[src/mrbp_pkg.sv]
// Shared types, constants and geometry helpers for the MaxRects bin packer.
// Used by mrbp_cfg, mrbp_engine and the top module under src; depends on nothing.
package mrbp_pkg;

  localparam int MAX_FREE_RECTS  = 64;
  localparam int COORD_BITS      = 16;
  localparam int LOG2_LIMIT      = ((COORD_BITS - 1) < 15) ? (COORD_BITS - 1) : 15;
  localparam int SCRATCH_SIZE    = MAX_FREE_RECTS * 4 + 2;
  localparam int FREE_AW         = $clog2(MAX_FREE_RECTS);
  localparam int FREE_CW         = $clog2(MAX_FREE_RECTS + 1);
  localparam int WORK_AW         = $clog2(SCRATCH_SIZE);
  localparam int WORK_CW         = $clog2(SCRATCH_SIZE + 1);
  localparam int FIELD_W         = 15;
  localparam int LOG_W           = 4;
  localparam int STATUS_W        = 2;
  localparam int PADDR_W         = 3;
  localparam int PDATA_W         = 32;
  localparam int P_W             = $clog2(LOG2_LIMIT + 2);
  localparam int INIT_LOG2_RESET = 6;
  localparam int INIT_LOG2_EFF   =
    (INIT_LOG2_RESET > LOG2_LIMIT) ? LOG2_LIMIT : INIT_LOG2_RESET;
  localparam int BOX_W           = 4 * COORD_BITS;

  // Register indexes
  localparam logic REG_INIT_LOG2 = 1'b0;

  typedef logic [COORD_BITS-1:0] coord_t;
  typedef logic [COORD_BITS:0]   ext_t;

  typedef struct packed {
    coord_t x;
    coord_t y;
    coord_t w;
    coord_t h;
  } box_t;

  typedef enum logic [STATUS_W-1:0] {
    ST_PLACED   = 2'd0,
    ST_OVERFLOW = 2'd1,
    ST_LIMIT    = 2'd2
  } status_t;

  // Restart command from the register block
  typedef struct packed {
    logic             restart;
    logic [LOG_W-1:0] lg;
  } cfg_cmd_t;

  function automatic ext_t right_of(box_t b);
    return {1'b0, b.x} + {1'b0, b.w};
  endfunction

  function automatic ext_t bottom_of(box_t b);
    return {1'b0, b.y} + {1'b0, b.h};
  endfunction

  function automatic logic overlaps(box_t a, box_t b);
    ext_t l, t, r, d;
    l = (a.x > b.x) ? {1'b0, a.x} : {1'b0, b.x};
    t = (a.y > b.y) ? {1'b0, a.y} : {1'b0, b.y};
    r = (right_of(a) < right_of(b)) ? right_of(a) : right_of(b);
    d = (bottom_of(a) < bottom_of(b)) ? bottom_of(a) : bottom_of(b);
    return (r > l) && (d > t);
  endfunction

  function automatic logic contains(box_t outer, box_t inner);
    return (inner.x >= outer.x) && (inner.y >= outer.y) &&
           (right_of(inner) <= right_of(outer)) &&
           (bottom_of(inner) <= bottom_of(outer));
  endfunction

  function automatic box_t full_bin(coord_t side);
    box_t b;
    b.x = '0;
    b.y = '0;
    b.w = side;
    b.h = side;
    return b;
  endfunction

endpackage

[src/mrbp_cfg.sv]
// APB register block of the bin packer: holds initial_size_log2 and issues
// the bin restart command. Depends on mrbp_pkg.
module mrbp_cfg (
  input  logic                           clk,
  input  logic                           rst_n,
  input  logic                           psel,
  input  logic                           penable,
  input  logic                           pwrite,
  input  logic [mrbp_pkg::PADDR_W-1:0]   paddr,
  input  logic [mrbp_pkg::PDATA_W-1:0]   pwdata,
  output logic [mrbp_pkg::PDATA_W-1:0]   prdata,
  output logic                           pready,
  output mrbp_pkg::cfg_cmd_t             cmd
);
  import mrbp_pkg::*;

  logic [LOG_W-1:0] init_log2_r;
  logic             wr_hit;

  assign pready = 1'b1;
  assign wr_hit = psel && penable && pwrite && (paddr[2] == REG_INIT_LOG2);

  // Hold the register
  always_ff @(posedge clk) begin
    if (!rst_n) begin
      init_log2_r <= LOG_W'(INIT_LOG2_RESET);
    end else if (wr_hit) begin
      init_log2_r <= pwdata[LOG_W-1:0];
    end
  end

  // Restart with the clamped size
  always_comb begin
    cmd.restart = wr_hit;
    cmd.lg      = (pwdata[LOG_W-1:0] > LOG_W'(LOG2_LIMIT)) ? LOG_W'(LOG2_LIMIT)
                                                            : pwdata[LOG_W-1:0];
  end

  // Read back
  assign prdata = (paddr[2] == REG_INIT_LOG2) ? {{(PDATA_W-LOG_W){1'b0}}, init_log2_r}
                                              : '0;

endmodule

[config.mk]
export PLATFORM = sky130hd
export DESIGN_NAME = mrbp_cfg
export DESIGN_NICKNAME = d
export VERILOG_FILES = /design/src/mrbp_pkg.sv /design/src/mrbp_cfg.sv
export SDC_FILE = /design/constraint.sdc
export NUM_CORES = 1
export LEC_CHECK = 0
export BUFFER_PORTS_ARGS = -buffer_cell sky130_fd_sc_hd__buf_2
export CORE_MARGIN = 3
export CORE_UTILIZATION = 25
export CTS_CLUSTER_DIAMETER = 30
export CTS_CLUSTER_SIZE = 10
export DETAILED_ROUTE_END_ITERATION = 12
export HOLD_SLACK_MARGIN = 0.02
export PLACE_DENSITY = 0.87
export SYNTH_ARGS = -nofsm -noshare
export SYNTH_HDL_FRONTEND = slang
export SYNTH_SLANG_ARGS = --single-unit
[constraint.sdc]
create_clock -name clk -period 0.8 [get_ports clk]
set_input_delay 0.08 -clock clk [delete_from_list [all_inputs] [get_ports clk]]
set_output_delay 0.08 -clock clk [all_outputs]
set_load 0.02 [all_outputs]
==> results of run 1 <==
[kinds of logic after synthesis]
family                 count (synthesis)  share of synthesized area
buffers and inverters                 35                      0.556
and+or+nand+nor                       13                      0.178
muxes                                  4                     0.0836
DFF                                    4                      0.167
other                                  2                     0.0157
[routing by layer]
layer  global-route usage  vias to the layer above
li1                     -                      150
met1               0.0238                      138
met2                0.101                       20
met3               0.0211                        0
met4               0.0553                        0
met5                    0                        -
[layout make-up]
type	count	area (sq um)	area share
clock buffers	3	22.5	0.0424
multi-input cells	46	234	0.440
flip-flops and latches	4	81.3	0.153
well taps	25	31.3	0.0588
repair buffers	23	163	0.306
[final timing paths]
kind | startpoint | to | slack (ns) | cells past startpoint
hold reg to reg | init_log2_r[3]$_SDFFE_PN0P_ | init_log2_r[3]$_SDFFE_PN0P_ | 0.45 | 2
setup / recovery | init_log2_r[1]$_SDFFE_PN1P_ | prdata[1] | -0.12 | 2
setup reg to reg | init_log2_r[1]$_SDFFE_PN1P_ | init_log2_r[1]$_SDFFE_PN1P_ | 0.21 | 2
hold / removal | pwdata[3] | init_log2_r[3]$_SDFFE_PN0P_ | 0.11 | 3
[cell usage after synthesis]
library cell  number  area share
dfxtp_1            4        0.17
nand2_1            4       0.031
buf_4             34        0.53
nor2b_1            4       0.052
and2b_2            4       0.073
mux2i_1            4       0.084
conb_1             2       0.016
buf_6              1       0.023
and4b_1            1       0.021
[timing repair]
item                       4_1_cts  5_1_grt
gates resized for setup         11        1
setup endpoints to repair        5        5
buffers inserted                 1        1
[worst min-delay path, delay by kind of cell]
| family | cells | cell delay (ns) |
|---|---|---|
| buffers and inverters | 1 | 0.10 |
| muxes | 1 | 0.06 |
| and+or+nand+nor | 1 | 0.05 |
[power by group through the flow]
stage	registers (mW)	clock network, mW	logic, mW
after global routing	0.207	0.263	0.259
after global placement	0.210	0	0.224
final	0.207	0.238	0.244
after detailed placement	0.210	0	0.226
after CTS	0.207	0.256	0.242
after floorplan	0.209	0	0.297
[stage by stage]
step	utilization	std cells	setup TNS [ns]	hold slack, ns
2_1_floorplan	-	85	0	0.222
5_1_grt	0.301	101	-0.609	0.127
4_1_cts	0.296	100	-0.534	0.108
3_3_place_gp	0.260	96	-0.275	0.351
3_5_place_dp	0.260	96	-0.187	0.354
6_report	0.301	101	-0.482	0.113
==> impl_metrics.toml, run 1 <==
[cells_and_area]
layout_common_cells = "conb_1 (29), buf_2 (13), buf_6 (6)"
fillers = 208
largest-register = "init_log2_r"
drive_gt1_frac = 0.408
final_common_cell = "conb_1"
num-nets-final = 118
largest_reg_flops = 4
reg_top3 = "init_log2_r: 4 flops"
fin_area_sq_um = 532
num_antenna_cells = 0
syn2layout_area_growth_pct = 11.0

[timing]
grt_setup_unrepaired = "yes"
hold_viol = 0
post-route-period-util = 1.16
fin_skew_ns = 0
fin_ws_ns = -0.125
slew_violations = 0
fin_crit_ns = 0.925
fmax_ghz = 1.08
setup_viol = 4

[power]
power_density_nw_per_um2 = 1300
p_int_mw = 0.438
ir_drop_mv = 0.421
clockPowerShare = 0.345
switching_share = 0.364
pwr-share-seq = 0.301
p_comb_frac = 0.354
total_power_mw = 0.689
switching_power_mw = 0.251
p_leak_nw = 0.295

[route]
first_pass_iters = 1
post_drt_wl_per_cell_um = 7.00
wl_um = 707
wl_met3_um = 103
drt-vias-per-instance = 3.05
top_layer_used = "met3"
wl_met1_um = 158
initialDrtViolationCount = 0
ant_nets = 0
dr_total_vias = 308
route.detailed.drc = 0
wl_met2_um = 445

[global_routing]
antenna_found_initial = 0
grt_first_pass_wirelength_um = 862
grt_max_degree = 9
grt_pass1_vias = 248
grt.overflow.total = 0
grt_use_total = 0.0490

[clocking]
ctsRootBufferMaster = "clkbuf_4"
clk_latency_ns = 0.23
clkSinkCount = 4
clk_pin_slew_ns = 0.03
cts_buffers = 3
h-tree-depth = 1
hold_buffers = 0
tritoncts = "built"
cts_buffer_depth = 2

[outcome]
violations = "setup timing"
outcome = "finished, violations left"

[synthesis]
yosysSeqAreaShare = 0.167
ys_ff_latch = 4
netlist_area_sq_um = 479
synthesis.instances = 58
yosys_warnings = 0
synth.avg_cell_area_sq_um = 8.26
synth_cell_type_count = 9

[floorplan]
die_h_um = 49.8
die_w_um = 49.8
core_sq_um = 1760
num_rows = 15
start_util = 0.272
io_pins = 78
die-area_sq_um = 2480

[setup_path]
cp_slowest_stage_delay_ns = 0.31
critPathTopFamily = "flip-flops"
path_buf_inv = 1
crit_chain = "and2b_2, buf_6"
required_ns = 0.72
worst-path-max-fanout = 2
crit_type = "reg2out"
worstSetupEndpointType = "output pin"
arrival_ns = 0.84
worstSetupStartpointType = "flop"
cp_slowest_cell = "dfxtp_2"

[placed_design]
pre_cts_ws_ns = -0.0464
hpwl_um = 673
place.gp.congestion = 0.512
io_buffers = 18
placed_cell_area_sq_um = 458

[job]
drv_cap = 0

[min_path]
min_path_type = "in2reg"
Note: power is estimated with default switching activity, not from simulation.
==> run 2: changes to the inputs <==
--- a/config.mk
+++ b/config.mk
@@ -7,4 +7,5 @@
 export LEC_CHECK = 0
 export BUFFER_PORTS_ARGS = -buffer_cell sky130_fd_sc_hd__buf_2
+export CAP_MARGIN = 5
 export CORE_MARGIN = 3
 export CORE_UTILIZATION = 25
==> constraint.sdc (replaced) <==
create_clock -name clk -period 0.8 [get_ports clk]
set_input_delay 0.04 -clock clk [delete_from_list [all_inputs] [get_ports clk]]
set_output_delay 0.04 -clock clk [all_outputs]
set_load 0.02 [all_outputs]
==> impl_metrics.toml, run 2 (synthesis gave the netlist of run 1 again) <==
[clocking]
clk_pin_slew_ns = 0.04
cts_buffer_depth = 2
clk_latency_ns = 0.23
hold_buffers = 0
cts_buffers = 3
post_cts_buffers = 0
ctsRootBufferMaster = "clkbuf_4"
h-tree-depth = 1
tritoncts = "built"
clkSinkCount = 4

[route]
ant_nets = 0
post_drt_wl_per_cell_um = 7.16
dr_total_vias = 293
initialDrtViolationCount = 1
drt-vias-per-instance = 3.02
route.detailed.drc = 0
wl_um = 695
first_pass_iters = 2

[timing]
fmax_ghz = 1.12
post-route-period-util = 1.11
hold_viol = 0
grt_setup_unrepaired = "yes"
fin_crit_ns = 0.892
tns_ns = -0.351
fin_skew_ns = 0
slew_violations = 0
setup_viol = 4
fin_ws_ns = -0.0916

[cells_and_area]
largest_reg_flops = 4
layout_common_cells = "conb_1 (29), buf_2 (14)"
seq_area_sq_um = 82.6
largest-register = "init_log2_r"
layout.cells.non_filler = 97
syn2layout_area_growth_pct = 3.13
final_common_cell = "conb_1"
multi_input_area_sq_um = 235
fillers = 214
num-nets-final = 114
reg_top3 = "init_log2_r: 4 flops"
drive_gt1_frac = 0.403
num_antenna_cells = 0

[setup_path]
path_buf_inv = 1
reg2regPathDepth = 2
critPathTopFamily = "flip-flops"
cp_slowest_cell = "dfxtp_2"
crit_type = "reg2out"
reg2reg_from = "init_log2_r[1]$_SDFFE_PN1P_"
crit_cells = 2
cp_slowest_stage_delay_ns = 0.31
worstSetupStartpointType = "flop"
required_ns = 0.76
crit_chain = "and2b_2, buf_6"
crit_path_start = "init_log2_r[1]$_SDFFE_PN1P_"
worstSetupEndpointType = "output pin"
worst-path-max-fanout = 2
arrival_ns = 0.85

[placed_design]
place.gp.congestion = 0.544
hpwl_um = 621
placed_cells = 94
io_buffers = 18

[floorplan]
num_rows = 15
core_sq_um = 1760
die_w_um = 49.8
io_pins = 78
start_util = 0.272
die_h_um = 49.8
die-area_sq_um = 2480

[outcome]
outcome = "finished, violations left"
violations = "setup timing"

[global_routing]
grt_use_total = 0.0521
grt_pass1_vias = 228
grt_max_degree = 9
antenna_found_initial = 0
grt.overflow.total = 0
grt_first_pass_wirelength_um = 903

[job]
drv_cap = 0

[min_path]
min_from = "pwdata[0]"
min_path_type = "in2reg"
holdPathStages = 3

[power]
p_leak_nw = 0.272
ir_drop_mv = 0.446
power_density_nw_per_um2 = 1390
run 2: worst paths after layout:
check                                end  slack [ns]
max                            prdata[1]       -0.09
min          init_log2_r[0]$_SDFFE_PN0P_        0.06
max reg2reg  init_log2_r[1]$_SDFFE_PN1P_        0.21
min reg2reg  init_log2_r[0]$_SDFFE_PN0P_        0.45
run 2: worst register-to-register path: cells and delay by family, from the launching register on:
family           cells  cell delay (ns)
AND/OR/NAND/NOR      1             0.09
flip-flops           1             0.31
multiplexers         1             0.07
run 2: layout make-up:
| class | instances | share of cell area |
|---|---|---|
| Timing Repair Buffer | 19 | 0.248 |
| Clock buffer | 3 | 0.0456 |
| Multi-Input combinational cell | 46 | 0.476 |
| Tap cell | 25 | 0.0633 |
| Sequential cell | 4 | 0.167 |
run 2: where the power goes:
part           total, mW  internal [mW]  switching (mW)
Sequential         0.207          0.205         0.00186
Combinational      0.233         0.0575           0.176
Clock              0.245          0.167          0.0779
run 2: layer usage:
| metal | up-vias | track usage | part of all wire |
|---|---|---|---|
| li1 | 144 | - | - |
| met5 | - | 0 | 0 |
| met3 | 0 | 0.0181 | 0.14 |
| met1 | 129 | 0.0364 | 0.26 |
| met2 | 20 | 0.0991 | 0.60 |
| met4 | 0 | 0.0553 | 0 |
run 2: per-stage QoR:
step | worst slack, ns | cell area (sq um) | utilization | power (mW) | hold WS, ns
final | -0.0916 | 494 | 0.280 | 0.686 | 0.0629
after global routing | -0.133 | 494 | 0.280 | 0.737 | 0.0653
after CTS | -0.100 | 492 | 0.279 | 0.698 | 0.0685
after detailed placement | -0.0776 | 443 | 0.251 | 0.431 | 0.314
after global placement | -0.0620 | 443 | 0.251 | 0.430 | 0.312
after floorplan | 0.183 | 581 | - | 0.506 | 0.182
run 2: timing repair:
action / CTS / global route
pin swaps: 0 / 0
resized for setup: 9 / 2
endpoints found under the setup margin: 5 / 4
hold endpoints to repair: 0 / 0
